<file path="src/rtl/bsc_pkg.sv">
// ----------------------------------------------------------------------------
// bsc_pkg
// Shared types, constants and helpers for the 3x3 clamped box smoothing block.
// ----------------------------------------------------------------------------
`default_nettype none

package bsc_pkg;

    // image geometry
    localparam int MAX_DIM = 1024;
    localparam int COL_W   = $clog2(MAX_DIM);
    localparam int SIZE_W  = 11;

    localparam logic [SIZE_W-1:0] SIZE_RESET = SIZE_W'(32);
    localparam logic [SIZE_W-1:0] SIZE_MIN   = SIZE_W'(2);
    localparam logic [SIZE_W-1:0] SIZE_MAX   = SIZE_W'(MAX_DIM);

    // pixel arithmetic
    localparam int NCH      = 3;
    localparam int CH_W     = 16;
    localparam int COLSUM_W = CH_W + 1;   // two pixels of one column
    localparam int SUM_W    = CH_W + 4;   // up to nine pixels

    // reciprocal division: q = (x * m) >> RECIP_SHIFT, exact for x < 2**SUM_W
    localparam int RECIP_W     = 23;
    localparam int RECIP_SHIFT = 24;
    localparam int PROD_W      = SUM_W + RECIP_W;
    localparam logic [RECIP_W-1:0] RECIP_4 = RECIP_W'(4194304);
    localparam logic [RECIP_W-1:0] RECIP_6 = RECIP_W'(2796203);
    localparam logic [RECIP_W-1:0] RECIP_9 = RECIP_W'(1864136);

    // output queue
    localparam int FIFO_DEPTH = 8;
    localparam int FIFO_AW    = $clog2(FIFO_DEPTH);
    localparam int LVL_W      = FIFO_AW + 1;

    // configuration port
    localparam int APB_AW = 3;
    localparam logic REG_IMAGE_SIZE = 1'b0;   // register index, paddr[APB_AW-1]

    typedef enum logic {
        OP_PUSH  = 1'b0,
        OP_DRAIN = 1'b1
    } op_t;

    typedef enum logic [1:0] {
        DIV4 = 2'd0,
        DIV6 = 2'd1,
        DIV9 = 2'd2
    } div_t;

    typedef logic [NCH-1:0][CH_W-1:0]     pix_t;
    typedef logic [NCH-1:0][COLSUM_W-1:0] colsum_t;
    typedef logic [NCH-1:0][SUM_W-1:0]    sum_t;

    // accepted item with its position, as seen by the summing stage
    typedef struct packed {
        logic             valid;
        op_t              op;
        logic [COL_W-1:0] col;
        logic             row_ge1;
        logic             row_ge2;
        logic             col_ge1;
        logic             col_ge2;
        logic             col_last;
        logic             row_last;
        pix_t             pix;
    } s1_t;

    // one pending result before division
    typedef struct packed {
        logic valid;
        sum_t sum;
        div_t div;
        logic last;
    } lane_t;

    // one finished result
    typedef struct packed {
        logic last;
        pix_t pix;
    } res_t;

    function automatic logic [RECIP_W-1:0] div_recip(input div_t d);
        logic [RECIP_W-1:0] m;
        case (d)
            DIV4:    m = RECIP_4;
            DIV6:    m = RECIP_6;
            DIV9:    m = RECIP_9;
            default: m = RECIP_4;
        endcase
        return m;
    endfunction

endpackage

`default_nettype wire

</file>
<file path="src/rtl/bsc_fifo.sv">
// ----------------------------------------------------------------------------
// bsc_fifo
// Output queue: takes up to two results per cycle, hands out one per beat.
// ----------------------------------------------------------------------------
`default_nettype none

module bsc_fifo
    import bsc_pkg::*;
(
    input  wire logic                aclk,
    input  wire logic                aresetn,
    input  wire res_t                res_a,
    input  wire logic                val_a,
    input  wire res_t                res_b,
    input  wire logic                val_b,
    output logic                     m_tvalid,
    input  wire logic                m_tready,
    output logic [NCH*CH_W-1:0]      m_tdata,
    output logic                     m_tlast,
    output logic [LVL_W-1:0]         level
);

    res_t               fifo_mem [FIFO_DEPTH];
    logic [FIFO_AW-1:0] wr_ptr_reg, wr_ptr_next;
    logic [FIFO_AW-1:0] rd_ptr_reg, rd_ptr_next;
    logic [LVL_W-1:0]   level_reg, level_next;
    logic [FIFO_AW-1:0] wr_ptr_b;
    logic [LVL_W-1:0]   n_push;
    logic               pop;

    assign m_tvalid = (level_reg != '0);
    assign pop      = m_tvalid & m_tready;
    assign n_push   = LVL_W'(val_a) + LVL_W'(val_b);
    assign wr_ptr_b = val_a ? (wr_ptr_reg + FIFO_AW'(1)) : wr_ptr_reg;

    // store the results in order, lane a first
    always_ff @(posedge aclk) begin
        if (val_a) begin
            fifo_mem[wr_ptr_reg] <= res_a;
        end
        if (val_b) begin
            fifo_mem[wr_ptr_b] <= res_b;
        end
    end

    // advance pointers and fill level
    always_comb begin
        wr_ptr_next = wr_ptr_reg + FIFO_AW'(n_push);
        rd_ptr_next = rd_ptr_reg + FIFO_AW'(pop);
        level_next  = level_reg + n_push - LVL_W'(pop);
    end

    always_ff @(posedge aclk) begin
        if (!aresetn) begin
            wr_ptr_reg <= '0;
            rd_ptr_reg <= '0;
            level_reg  <= '0;
        end else begin
            wr_ptr_reg <= wr_ptr_next;
            rd_ptr_reg <= rd_ptr_next;
            level_reg  <= level_next;
        end
    end

    assign m_tdata = fifo_mem[rd_ptr_reg].pix;
    assign m_tlast = fifo_mem[rd_ptr_reg].last;
    assign level   = level_reg;

endmodule

`default_nettype wire

</file>
<file path="config.mk">
export PLATFORM = sky130hd
export DESIGN_NAME = bsc_fifo
export DESIGN_NICKNAME = d
export VERILOG_FILES = /design/src/rtl/bsc_pkg.sv /design/src/rtl/bsc_fifo.sv
export SDC_FILE = /design/constraint.sdc
export NUM_CORES = 1
export LEC_CHECK = 0
export ABC_AREA = 1
export BUFFER_PORTS_ARGS = -buffer_cell sky130_fd_sc_hd__buf_2
export CAP_MARGIN = 15
export CELL_PAD_IN_SITES_DETAIL_PLACEMENT = 2
export CELL_PAD_IN_SITES_GLOBAL_PLACEMENT = 2
export CORE_MARGIN = 3
export CORE_UTILIZATION = 40
export CTS_CLUSTER_SIZE = 24
export DETAILED_ROUTE_END_ITERATION = 16
export GPL_ROUTABILITY_DRIVEN = 0
export PLACE_DENSITY = 0.95
export SLEW_MARGIN = 20
export SYNTH_ARGS = -nofsm -noshare
export SYNTH_HDL_FRONTEND = slang
export SYNTH_SLANG_ARGS = --single-unit
</file>
<file path="constraint.sdc">
create_clock -name aclk -period 13.95 [get_ports aclk]
set_input_delay 2.79 -clock aclk [delete_from_list [all_inputs] [get_ports aclk]]
set_output_delay 2.79 -clock aclk [all_outputs]
set_load 0.005 [all_outputs]
</file>
After elaboration in Yosys (flattened, before gate mapping)
Memories as Yosys holds them, arrays and structs flattened. A register that Yosys moved wholly into a read port is not among the register bits.
Cells that the tools add are included.
- register bits after elaboration: 10
- RAM bits: 392
- bits of input ports: 103
- output and inout port bits: 54
- logic and storage cells: 18
- memories: 1
- $add $sub $neg: 6
- muxes and demuxes: 6
- bitwise logic cells: 1
- reduce and logical (&&, ||, !) cells: 1
- memories (name ; words ; width ; read ports ; clocked after memory_dff ; wr ports ; RTL line ; RTL):
    fifo_mem ; 8 ; 49 ; 1 ; 1 ; 2 ; bsc_fifo.sv:23 ; res_t fifo_mem [FIFO_DEPTH];
- operators with widths (operator ; number):
    $mux W3 ; 2
    $add A4 B2 Y4 ; 1
    $mux W1 ; 4
    $reduce_bool A4 Y1 ; 1
    $sub A4 B1 Y4 ; 1
    $add A3 B1 Y3 ; 1
    $add A3 B1 Y3 const B ; 1
    $add A3 B2 Y3 ; 1
    $add A1 B1 Y2 ; 1
    $and A1 B1 Y1 ; 1

Logic depth before layout (Yosys ltp)
Gate-level depths: netlist of the first run.
- word-level depth: 4
- mapped depth: 11
- depth with buffers taken out: 11

Least setup slack after synthesis of the first run
OpenSTA, ideal clock, no wires.
- kind: input -> register
- from: in val_a
- to: mem fifo_mem[1][0] in the netlist's numbering, enable pin
- library setup time: 523 ps
- data arrival time: 6386 ps
- required time: 13427 ps
- path slack: 7041 ps
- stages on the path: 2
- path buffers: 0
- cells stage by stage: nand2_1 o21ai_0
- RTL lines (item ; RTL line ; RTL):
    from (decl) ; bsc_fifo.sv:13 ; input wire logic val_a,
    to (decl) ; bsc_fifo.sv:23 ;

==> out/qor.csv, run 1 <==
stage;metric;value;unit
global_routing;gr-usage-all-layers;33.0;%
clocking;clk_latency_worst_skew_pair;0.63;ns
synth;syn-mean-instance-area;8.10;um^2
synth;netlist-cell-type-count;25;
finish;multi_input_comb_area;0.00966;mm^2
die;floorplan.die.width;245;um
synth;ys_dominant_reg_cell;sky130_fd_sc_hd__edfxtp_1;
synth;asyncSetResetFlopFracSynth;0;%
critical_path;cp_top_family;buffers and inverters;
routing;count_of_vias_placed_by_the_detailed_router;22100;
die;floorplan.core_area;0.0566;mm^2
synth;syn-num-nets;2946;
synth;post_synth_inst_count;2832;
place;dpl-instance-area;0.0239;mm^2
global_routing;grt_overflow;0;
finish;post_layout_nonfiller_instances;3602;
sta;finalClockSkew;0.0418;ns
critical_path;worstPathMaxFanout;83;
routing;detail-route-antenna-nets;0;
critical_path;critical_path.endpoint_type;output pin;
finish;largest_register_ffs;392;
critical_path;criticalPathCategory;flip-flop to output pin;
clocking;post_cts_resize_count;0;
synth;ys.warnings.count;0;
worst_hold_path;hold_path_class;flip-flop to flip-flop;
sta;timing.final.hold_violations;0;
synth;number_of_enable_flip_flop_cells_after_synthesis;392;
clocking;cts_htree_levels;2;
synth;synth-seq-area-share;52.2;%
critical_path;worst_path_max_delay_cell;sky130_fd_sc_hd__buf_4;
clocking;clk_root_buffer_cell;sky130_fd_sc_hd__clkbuf_16;
die;initial_core_util;40.5;%
clocking;cts_tree;done;
finish;design_area;0.0253;mm^2
pwr;power.switching;0.00158;W
sta;slew_headroom;24.8;%
critical_path;cp_data_required_time;11.16;ns
sta;tightest_slew;1.13;ns
critical_path;cpMostUsedCell;sky130_fd_sc_hd__nand2_1;
finish;fillers;6380;
routing;finalWirelength;101;mm
clocking;clk_pin_slew_worst_paths;0.06;ns
clocking;number_of_hold_buffers_added_after_cts;0;
clocking;postCtsSetupBuffers;0;
critical_path;crit_path_max_incr_delay;0.91;ns
critical_path;crit_path_start_kind;flip-flop;
place;port-buffer-count;156;
die;die_h;245;um
sta;rsz0062_at_grt;no;
clocking;clkSinkCount;402;
pwr;p_per_area;159;mW/mm^2
place;post-place-cells;3507;
die;io_pins;157;
sta;finalSetupViolations;0;
finish;layout.nets;2915;
routing;routedWlPerCell;28.2;um
pwr;cellLeakagePower;10.4;nW
sta;report.final.slew_viol_count;0;
critical_path;cp.buffers_inverters;3;
die;floorplan.die_area;0.0602;mm^2
synth;netlist.area_leader.share;51.3;%
pwr;vdd.ir_drop.worst;0.0000881;V
global_routing;grt_antenna_before_repair;9;
synth;yosys-top-cells-area;sky130_fd_sc_hd__edfxtp_1 (51%), sky130_fd_sc_hd__nand2_1 (14%), sky130_fd_sc_hd__nand3_1 (8.6%);
clocking;cts_made_buffers;48;
pwr;clock_power_share;29.5;%
sta;achievable-frequency;0.141;GHz
pwr;p_int;0.00243;W
clocking;clockBufferDepth;3;
die;floorplan.rows;87;
sta;total_negative_setup_slack;0;ns
routing;post-route-drc-count;0;
pwr;p_comb_share;31.8;%
routing;drt_first_pass_iters;5;
synth;flop_and_latch_count_out_of_synthesis;402;
run_status;run_status;finished clean;
finish;relative_area_change_from_synthesis_to_final_layout;10.3;%
sta;min_period_over_period;51.0;%
synth;netlist_area;0.0229;mm^2
pwr;seq_power_share;38.6;%
finish;proportion_of_layout_cells_with_a_drive_suffix_above_1;9.84;%
global_routing;first_pass_grt_wire_length;151;mm
synth;synth_area_leader_cell;sky130_fd_sc_hd__edfxtp_1;
global_routing;pin_count_of_the_biggest_net_entering_global_routing;106;
routing;first_iter_violations;2353;
routing;vias_per_cell;6.14;
place;hpwlAfterDp;56.3;mm
finish;reg_area;0.0120;mm^2
pwr;swShare;39.4;%
global_routing;first_global_vias;25000;
job;max-cap-violations;0;
critical_path;critical_path_arrival;4.33;ns
critical_path;worstPathCellList;buf_4 > buf_4 > nor2_1 > nor2_1 > o21ai_0 > nand2_1 > nand2_1 > nand2_1 > buf_2;
sta;period_needed;7.12;ns
[placed cells by master, fill, tap and decap left out, types with 4 or more instances in the layout]
cell	count
sky130_fd_sc_hd__o21ai_4	4
sky130_fd_sc_hd__nand2_1	864
sky130_fd_sc_hd__clkinv_2	9
sky130_fd_sc_hd__buf_4	29
sky130_fd_sc_hd__o21ai_0	194
sky130_fd_sc_hd__clkinv_1	11
sky130_fd_sc_hd__clkbuf_1	16
sky130_fd_sc_hd__edfxtp_1	392
sky130_fd_sc_hd__nand2_4	4
sky130_fd_sc_hd__ha_1	9
sky130_fd_sc_hd__diode_2	10
sky130_fd_sc_hd__dfxtp_1	7
sky130_fd_sc_hd__clkbuf_16	48
sky130_fd_sc_hd__o21bai_1	196
sky130_fd_sc_hd__nand2_2	5
sky130_fd_sc_hd__o22ai_4	4
sky130_fd_sc_hd__nor2_1	402
sky130_fd_sc_hd__buf_2	156
sky130_fd_sc_hd__inv_1	64
sky130_fd_sc_hd__nand3_1	394
[cells in the mapped netlist (3+ instances only)]
master / instances
sky130_fd_sc_hd__buf_1: 32
sky130_fd_sc_hd__inv_1: 65
sky130_fd_sc_hd__nand3_1: 395
sky130_fd_sc_hd__buf_2: 108
sky130_fd_sc_hd__o21ai_1: 3
sky130_fd_sc_hd__buf_4: 9
sky130_fd_sc_hd__nor2_1: 402
sky130_fd_sc_hd__o21ai_0: 198
sky130_fd_sc_hd__o21bai_1: 196
sky130_fd_sc_hd__dfxtp_1: 10
sky130_fd_sc_hd__clkbuf_1: 117
sky130_fd_sc_hd__edfxtp_1: 392
sky130_fd_sc_hd__clkbuf_2: 3
sky130_fd_sc_hd__nand2_1: 870
sky130_fd_sc_hd__inv_2: 5
sky130_fd_sc_hd__ha_1: 9
sky130_fd_sc_hd__a21oi_1: 3
sky130_fd_sc_hd__o22ai_1: 4
[layout make-up]
type,count,share of cell area (%)
Sequential cell,402,47.4
Clock inverter,21,0.421
Antenna cell,10,0.0990
Tap cell,756,3.74
Clock buffer,64,4.99
Timing Repair Buffer,188,4.08
Inverter,70,1.09
Multi-Input combinational cell,2091,38.2
[routing by layer]
metal  wire length (um)  part of all wire [%]  global-route usage (%)  vias up
li1                   -                     -                       -     9380
met3               6270                   6.2                    4.22      285
met5                  0                     0                       0        -
met4               5110                   5.0                    20.5        0
met1              38000                    37                    37.6    11400
met2              52100                    51                    58.7     1030
[cells by family (layout without fill, tap and decap cells)]
logic type / after synthesis / count (layout) / synth area share, %
adder cells (fa/ha/maj): 11 / 11 / 0.666
AND/OR/NAND/NOR: 1674 / 1674 / 29.7
AO/OA/AOI/OAI: 406 / 406 / 11.1
other: 0 / 10 / 0
flip-flops: 402 / 402 / 52.2
buffers and inverters: 339 / 343 / 6.30
[final timing paths]
| kind | from | endpoint | slack, ns | depth (start not counted) |
|---|---|---|---|---|
| worst min register to register | wr_ptr_reg[2] | wr_ptr_reg[2] | 0.59 | 2 |
| worst max-delay path | rd_ptr_reg[0] | m_tdata[36] | 6.83 | 9 |
| worst min-delay path | wr_ptr_reg[2] | wr_ptr_reg[2] | 0.59 | 2 |
| worst max register to register | wr_ptr_reg[1] | fifo_mem[1][40] | 9.62 | 8 |
[tightest hold or removal path: cells and delay by family, from the launching register on]
kind | cells | cell delay (ns)
AND/OR/NAND/NOR | 2 | 0.17
flip-flops | 1 | 0.38
[power groups by stage]
stage	Sequential (W)	Combinational, W	Clock, W
finish	0.00155	0.00128	0.00119
detailed placement	0.00157	0.00123	0
global placement	0.00156	0.00112	0
global route	0.00156	0.00138	0.00123
CTS	0.00155	0.00126	0.00118
floorplan	0.00154	0.000746	0
[per-stage QoR]
step / worst slack (ns) / power [W] / util [%] / hold slack, ns
after global routing: 6.73 / 0.00417 / 44.7 / 0.623
after detailed placement: 7.30 / 0.00280 / 42.2 / 0.588
final: 6.83 / 0.00402 / 44.7 / 0.593
after global placement: 7.62 / 0.00268 / 42.2 / 0.545
after CTS: 6.99 / 0.00399 / 44.6 / 0.595
after floorplan: 7.04 / 0.00229 / - / 0.509
(Power assumes the default switching activity.)
==> run 2, diff against run 1 <==
Settings changed: CORE_UTILIZATION 40 to 33, PLACE_DENSITY 0.95 to 0.88.
Clock period 13.95 ns to 6.1 ns, I/O delays scaled along.
==> run 2 against run 1 <==
Effect of this change: wire length shrank 7.1%; total power grew 130%; sequential share of layout area shrank 0.59 points; clock-buffer cell count shrank 2; clock power grew 130%; flip-flop and latch count is the same; combinational power grew 120%; critical path depth is the same.
==> out/qor.csv, run 2 (synthesis gave the netlist of run 1 again) <==
stage;metric;value;unit;change
global_routing;grt_overflow;0;;unchanged
critical_path;cp.buffers_inverters;3;;unchanged
clocking;cts_htree_levels;2;;unchanged
critical_path;criticalPathCategory;flip-flop to output pin;;unchanged
sta;timing.final.hold_violations;0;;unchanged
routing;vias_per_cell;5.63;;was 6.14
pwr;cellLeakagePower;10.4;nW;about the same
critical_path;crit_path_start_kind;flip-flop;;unchanged
place;hpwlAfterDp;54.0;mm;was 56.3 mm
finish;proportion_of_layout_cells_with_a_drive_suffix_above_1;10.0;%;was 9.84%
sta;period_needed;4.82;ns;
die;io_pins;157;;unchanged
global_routing;first_pass_grt_wire_length;143;mm;was 151 mm
run_status;run_status;finished clean;;unchanged
critical_path;reg2reg_setup_slack;2.55;ns;was 9.62 ns
routing;wl_met3;4.95;mm;was 6.27 mm
critical_path;cp_data_required_time;4.88;ns;was 11.16 ns
routing;drt_first_pass_iters;5;;unchanged
global_routing;grt_antenna_before_repair;9;;unchanged
sta;pnr_worst_setup_slack;1.28;ns;was 6.83 ns
sta;total_negative_setup_slack;0;ns;unchanged
worst_hold_path;min-delay-start;wr_ptr_reg[2];;unchanged
routing;met2_length;48.4;mm;was 52.1 mm
critical_path;worstPathCellList;buf_4 > buf_4 > nor2_1 > nor2_1 > o21ai_0 > nand2_1 > nand2_1 > nand2_1 > buf_2;;unchanged
pwr;vdd.ir_drop.worst;0.000201;V;was 0.0000881 V
clocking;cts_made_buffers;47;;was 48
die;floorplan.core_area;0.0687;mm^2;was 0.0566 mm^2
clocking;clkSinkCount;402;;unchanged
sta;rsz0062_at_grt;no;;unchanged
die;floorplan.die.width;270;um;was 245 um
critical_path;regToRegStartpoint;wr_ptr_reg[0];;was wr_ptr_reg[1]
worst_hold_path;worst_hold_path.endpoint;wr_ptr_reg[2];;unchanged
critical_path;crit_path_max_incr_delay;0.80;ns;was 0.91 ns
critical_path;worst_path_max_delay_cell;sky130_fd_sc_hd__dfxtp_4;;was sky130_fd_sc_hd__buf_4
clocking;clk_latency_worst_skew_pair;0.60;ns;was 0.63 ns
die;floorplan.die_area;0.0727;mm^2;was 0.0602 mm^2
die;floorplan.rows;96;;was 87
sta;min_period_over_period;79.0;%;
routing;routed.top_layer;met5;;was met4
finish;largest_register_ffs;392;;unchanged
sta;tightest_slew;1.11;ns;was 1.13 ns
clocking;clk_root_buffer_cell;sky130_fd_sc_hd__clkbuf_16;;unchanged
sta;slew_headroom;25.8;%;was 24.8%
sta;finalSetupViolations;0;;unchanged
critical_path;cpMostUsedCell;sky130_fd_sc_hd__nand2_1;;unchanged
critical_path;worst_reg2reg_endpoint;fifo_mem[1][22];;was fifo_mem[1][40]
routing;finalWirelength;94.2;mm;was 101 mm
worst_hold_path;hold_path_class;flip-flop to flip-flop;;unchanged
global_routing;gr-usage-all-layers;25.3;%;was 33.0%
critical_path;cp_top_family;buffers and inverters;;unchanged
finish;layout.nets;2920;;was 2915
clocking;postCtsSetupBuffers;0;;unchanged
place;port-buffer-count;156;;unchanged
critical_path;critical_path.endpoint_type;output pin;;unchanged
job;max-cap-violations;0;;unchanged
sta;finalClockSkew;0.00921;ns;was 0.0418 ns
place;dp_worst_setup_slack;1.59;ns;was 7.30 ns
routing;detail-route-antenna-nets;0;;unchanged
routing;post-route-drc-count;0;;unchanged
sta;report.final.slew_viol_count;0;;unchanged
die;initial_core_util;33.4;%;was 40.5%
sta;final.hold.worst_slack;0.615;ns;was 0.593 ns
sta;achievable-frequency;0.208;GHz;
clocking;post_cts_resize_count;0;;unchanged
global_routing;pin_count_of_the_biggest_net_entering_global_routing;118;;was 106
global_routing;first_global_vias;24000;;was 25000
finish;relative_area_change_from_synthesis_to_final_layout;11.7;%;was 10.3%
worst_hold_path;hold_depth;2;;unchanged
clocking;number_of_hold_buffers_added_after_cts;0;;unchanged
pwr;p_per_area;356;mW/mm^2;was 159 mW/mm^2
finish;final_cell_mix;sky130_fd_sc_hd__nand2_1 (864), sky130_fd_sc_hd__nor2_1 (402), sky130_fd_sc_hd__nand3_1 (394), sky130_fd_sc_hd__edfxtp_1 (392), sky130_fd_sc_hd__o21bai_1 (196);;unchanged
critical_path;critical_path_arrival;3.60;ns;was 4.33 ns
critical_path;r2r.worst_path.cells;6;;was 8
clocking;clockBufferDepth;3;;unchanged
routing;met1_wire_length;36.9;mm;was 38.0 mm
routing;count_of_vias_placed_by_the_detailed_router;21200;;was 22100
clocking;clk_pin_slew_worst_paths;0.06;ns;about the same
die;die_h;270;um;was 245 um
critical_path;worstPathMaxFanout;54;;was 83
clocking;cts_tree;done;;unchanged
routing;first_iter_violations;1513;;was 2353
routing;routedWlPerCell;25.0;um;was 28.2 um
finish;final_common_cell;sky130_fd_sc_hd__nand2_1;;unchanged
run 2: power by group:
part | total (W) | internal, W | switching (W)
Sequential | 0.00353 | 0.00339 | 0.000140
Combinational | 0.00286 | 0.000735 | 0.00212
Clock | 0.00272 | 0.00154 | 0.00118
Total | 0.00911 | 0.00566 | 0.00344
run 2: how the worst max path moves through the flow:
stage	from	endpoint	slack [ns]	cells after the start
2_1_floorplan	val_a	fifo_mem[1][0]	0.76	2
3_3_place_gp	val_a	fifo_mem[3][18]	1.71	7
3_5_place_dp	val_a	fifo_mem[3][18]	1.59	7
4_1_cts	rd_ptr_reg[0]	m_tdata[8]	1.27	9
5_1_grt	rd_ptr_reg[0]	m_tdata[8]	1.11	9
6_report	rd_ptr_reg[0]	m_tdata[8]	1.28	9
run 2: per-layer routing:
layer	track usage, %	vias up
met2	46.2	687
met1	29.4	10900
met4	11.4	2
met5	0	-
met3	3.55	224
li1	-	9388
run 2: final cells by class:
type                            count  area (um^2)
Antenna cell                        7         17.5
Clock buffer                       62         1270
Clock inverter                     18          129
Fill cell                        7819        43100
Inverter                           70          279
Multi-Input combinational cell   2091         9660
Sequential cell                   402        12000
Tap cell                          931         1160
Timing Repair Buffer              194         1100
run 2: through the flow:
step / instance area, um^2 / utilization [%] / total power (W) / std cells
5_1_grt: 25600 / 37.3 / 0.00956 / 3772
6_report: 25600 / 37.3 / 0.00911 / 3775
2_1_floorplan: 22900 / - / 0.00523 / 2832
4_1_cts: 25600 / 37.2 / 0.00917 / 3768
3_5_place_dp: 24200 / 35.2 / 0.00641 / 3688
3_3_place_gp: 24200 / 35.2 / 0.00618 / 3688
run 2: worst reg2reg max path, cell delays in order (launching register included):
cell                      delay, ns
sky130_fd_sc_hd__dfxtp_1       0.36
sky130_fd_sc_hd__nand2_1       0.47
sky130_fd_sc_hd__nand3_4       0.50
sky130_fd_sc_hd__inv_6         0.60
sky130_fd_sc_hd__nand2_2       0.17
sky130_fd_sc_hd__o21ai_4       0.45
sky130_fd_sc_hd__buf_4         0.59
==> run 3, diff against run 2 <==
Settings changed: CORE_UTILIZATION 33 to 37, PLACE_DENSITY 0.88 to 0.92.
Clock period 6.1 ns to 4.9 ns, I/O delays scaled along.
==> run 3 against run 2 <==
Effect of this change: first-iteration DRC count grew 47%; critical path type unchanged; sequential power grew 24%; largest power group unchanged; clock skew grew 0.0078 ns; non-clock buffer count grew 2; die area shrank 11%; highest routed layer is now met4.
==> out/qor.csv, run 3 (synthesis gave the netlist of run 1 again) <==
stage;metric;value;unit;change
pwr;cellLeakagePower;10.5;nW;was 10.4 nW
sta;pnr_worst_setup_slack;0.798;ns;was 1.28 ns
clocking;clk_latency_worst_skew_pair;0.60;ns;about the same
finish;relative_area_change_from_synthesis_to_final_layout;12.0;%;was 11.7%
sta;finalSetupViolations;0;;unchanged
clocking;clockBufferDepth;3;;unchanged
global_routing;first_pass_grt_wire_length;154;mm;was 143 mm
critical_path;regToRegStartpoint;wr_ptr_reg[1];;was wr_ptr_reg[0]
sta;finalClockSkew;0.0170;ns;was 0.00921 ns
clocking;cts_made_buffers;47;;unchanged
sta;slew_headroom;23.2;%;was 25.8%
sta;period_needed;4.10;ns;
sta;min_period_over_period;83.7;%;
place;dp_worst_setup_slack;1.08;ns;was 1.59 ns
critical_path;worstSetupStartpoint;rd_ptr_reg[1];;was rd_ptr_reg[0]
clocking;clkSinkCount;402;;unchanged
die;floorplan.die.width;255;um;was 270 um
finish;largest_register_ffs;392;;unchanged
routing;detail-route-antenna-nets;0;;unchanged
job;max-cap-violations;0;;unchanged
worst_hold_path;min-delay-start;level[0];;was wr_ptr_reg[2]
finish;layout.core_utilization;42.2;%;was 37.3%
pwr;p_per_area;461;mW/mm^2;was 356 mW/mm^2
place;port-buffer-count;156;;unchanged
worst_hold_path;hold_path_class;flip-flop to flip-flop;;unchanged
global_routing;grt_overflow;0;;unchanged
global_routing;gr-usage-all-layers;31.0;%;was 25.3%
sta;tightest_slew;1.15;ns;was 1.11 ns
critical_path;reg2reg_setup_slack;1.63;ns;was 2.55 ns
finish;proportion_of_layout_cells_with_a_drive_suffix_above_1;10.3;%;was 10.0%
clocking;number_of_hold_buffers_added_after_cts;0;;unchanged
routing;first_iter_violations;2231;;was 1513
sta;report.final.slew_viol_count;0;;unchanged
critical_path;critical_path.endpoint_type;output pin;;unchanged
die;io_pins;157;;unchanged
place;hpwlAfterDp;55.3;mm;was 54.0 mm
critical_path;cp_data_required_time;3.92;ns;was 4.88 ns
sta;final.hold.worst_slack;0.631;ns;was 0.615 ns
run_status;run_status;finished clean;;unchanged
place;dpl-instance-area;0.0241;mm^2;was 0.0242 mm^2
finish;design_area;0.0257;mm^2;was 0.0256 mm^2
routing;met2_length;52.1;mm;was 48.4 mm
global_routing;first_global_vias;24600;;was 24000
routing;met1_wire_length;38.8;mm;was 36.9 mm
die;floorplan.rows;90;;was 96
finish;final_common_cell;sky130_fd_sc_hd__nand2_1;;unchanged
pwr;vdd.ir_drop.worst;0.000218;V;was 0.000201 V
critical_path;worstPathMaxFanout;69;;was 54
sta;rsz0062_at_grt;no;;unchanged
die;initial_core_util;37.7;%;was 33.4%
routing;vias_per_cell;6.10;;was 5.63
sta;achievable-frequency;0.244;GHz;
sta;timing.final.hold_violations;0;;unchanged
clocking;postCtsSetupBuffers;0;;unchanged
routing;routed.top_layer;met4;;was met5
die;floorplan.core_area;0.0608;mm^2;was 0.0687 mm^2
clocking;cts_htree_levels;2;;unchanged
die;floorplan.die_area;0.0650;mm^2;was 0.0727 mm^2
routing;routedWlPerCell;28.2;um;was 25.0 um
routing;post-route-drc-count;0;;unchanged
finish;diodes;0;;was 7
routing;drt_first_pass_iters;5;;unchanged
global_routing;pin_count_of_the_biggest_net_entering_global_routing;142;;was 118
critical_path;criticalPathCategory;flip-flop to output pin;;unchanged
routing;wl_met3;6.50;mm;was 4.95 mm
global_routing;grt_antenna_before_repair;1;;was 9
clocking;clk_pin_slew_worst_paths;0.06;ns;about the same
clocking;cts_tree;done;;unchanged
die;die_h;255;um;was 270 um
routing;finalWirelength;102;mm;was 94.2 mm
clocking;clk_root_buffer_cell;sky130_fd_sc_hd__clkbuf_16;;unchanged
clocking;post_cts_resize_count;0;;unchanged
critical_path;critical_path_arrival;3.12;ns;was 3.60 ns
finish;layout.nets;2922;;was 2920
finish;final_cell_mix;sky130_fd_sc_hd__nand2_1 (864), sky130_fd_sc_hd__nor2_1 (402), sky130_fd_sc_hd__nand3_1 (394), sky130_fd_sc_hd__edfxtp_1 (392), sky130_fd_sc_hd__o21bai_1 (196);;unchanged
critical_path;crit_path_start_kind;flip-flop;;unchanged
routing;count_of_vias_placed_by_the_detailed_router;22100;;was 21200
-- run 3: changes by cell type in the layout (fill, tap and decap cells not counted), sizes merged --
cell    delta
clkinv     +4
clkbuf     -7
bufinv     +5
buf        +2
inv        +2
diode      -7
-- run 3: through the flow --
step | std cells | TNS [ns] | power (W)
after floorplan | 2832 | -19.51 | 0.00650
after global placement | 3539 | 0 | 0.00768
after detailed placement | 3541 | 0 | 0.00801
after CTS | 3625 | 0 | 0.0118
after global routing | 3625 | 0 | 0.0123
final | 3625 | 0 | 0.0118
-- run 3: metal layers --
metal  GRT usage (%)  up-vias
li1                -     9388
met4            15.3        0
met2            54.9     1021
met1            36.8    11400
met3            4.57      324
met5               0        -
-- run 3: worst max-delay path: stages (launching register included) --
cell and delay, ns:
sky130_fd_sc_hd__dfxtp_4 0.69, sky130_fd_sc_hd__buf_4 0.91, sky130_fd_sc_hd__nor2_1 0.14, sky130_fd_sc_hd__o21ai_0 0.16, sky130_fd_sc_hd__nand2_1 0.15, sky130_fd_sc_hd__nand2_1 0.09, sky130_fd_sc_hd__nand2_1 0.14, sky130_fd_sc_hd__buf_2 0.16
-- run 3: report_power, final --
group	switching (W)	internal, W
Clock	0.00154	0.00218
Sequential	0.000141	0.00422
Combinational	0.00279	0.000959
Total	0.00448	0.00736
-- run 3: final cells by class --
class / instances / area, um^2
clock buffer: 55 / 1250
clock inverter: 29 / 308
fill: 6734 / 35100
inverter: 70 / 278
multi-input combinational: 2091 / 9660
sequential: 402 / 12000
tap: 782 / 978
timing repair buffer: 196 / 1240
-- run 3: worst paths after layout --
kind                          end  cells after the start
hold reg to reg          level[0]                      3
hold / removal           level[0]                      3
setup / recovery      m_tdata[35]                      7
setup reg to reg  fifo_mem[7][30]                      8
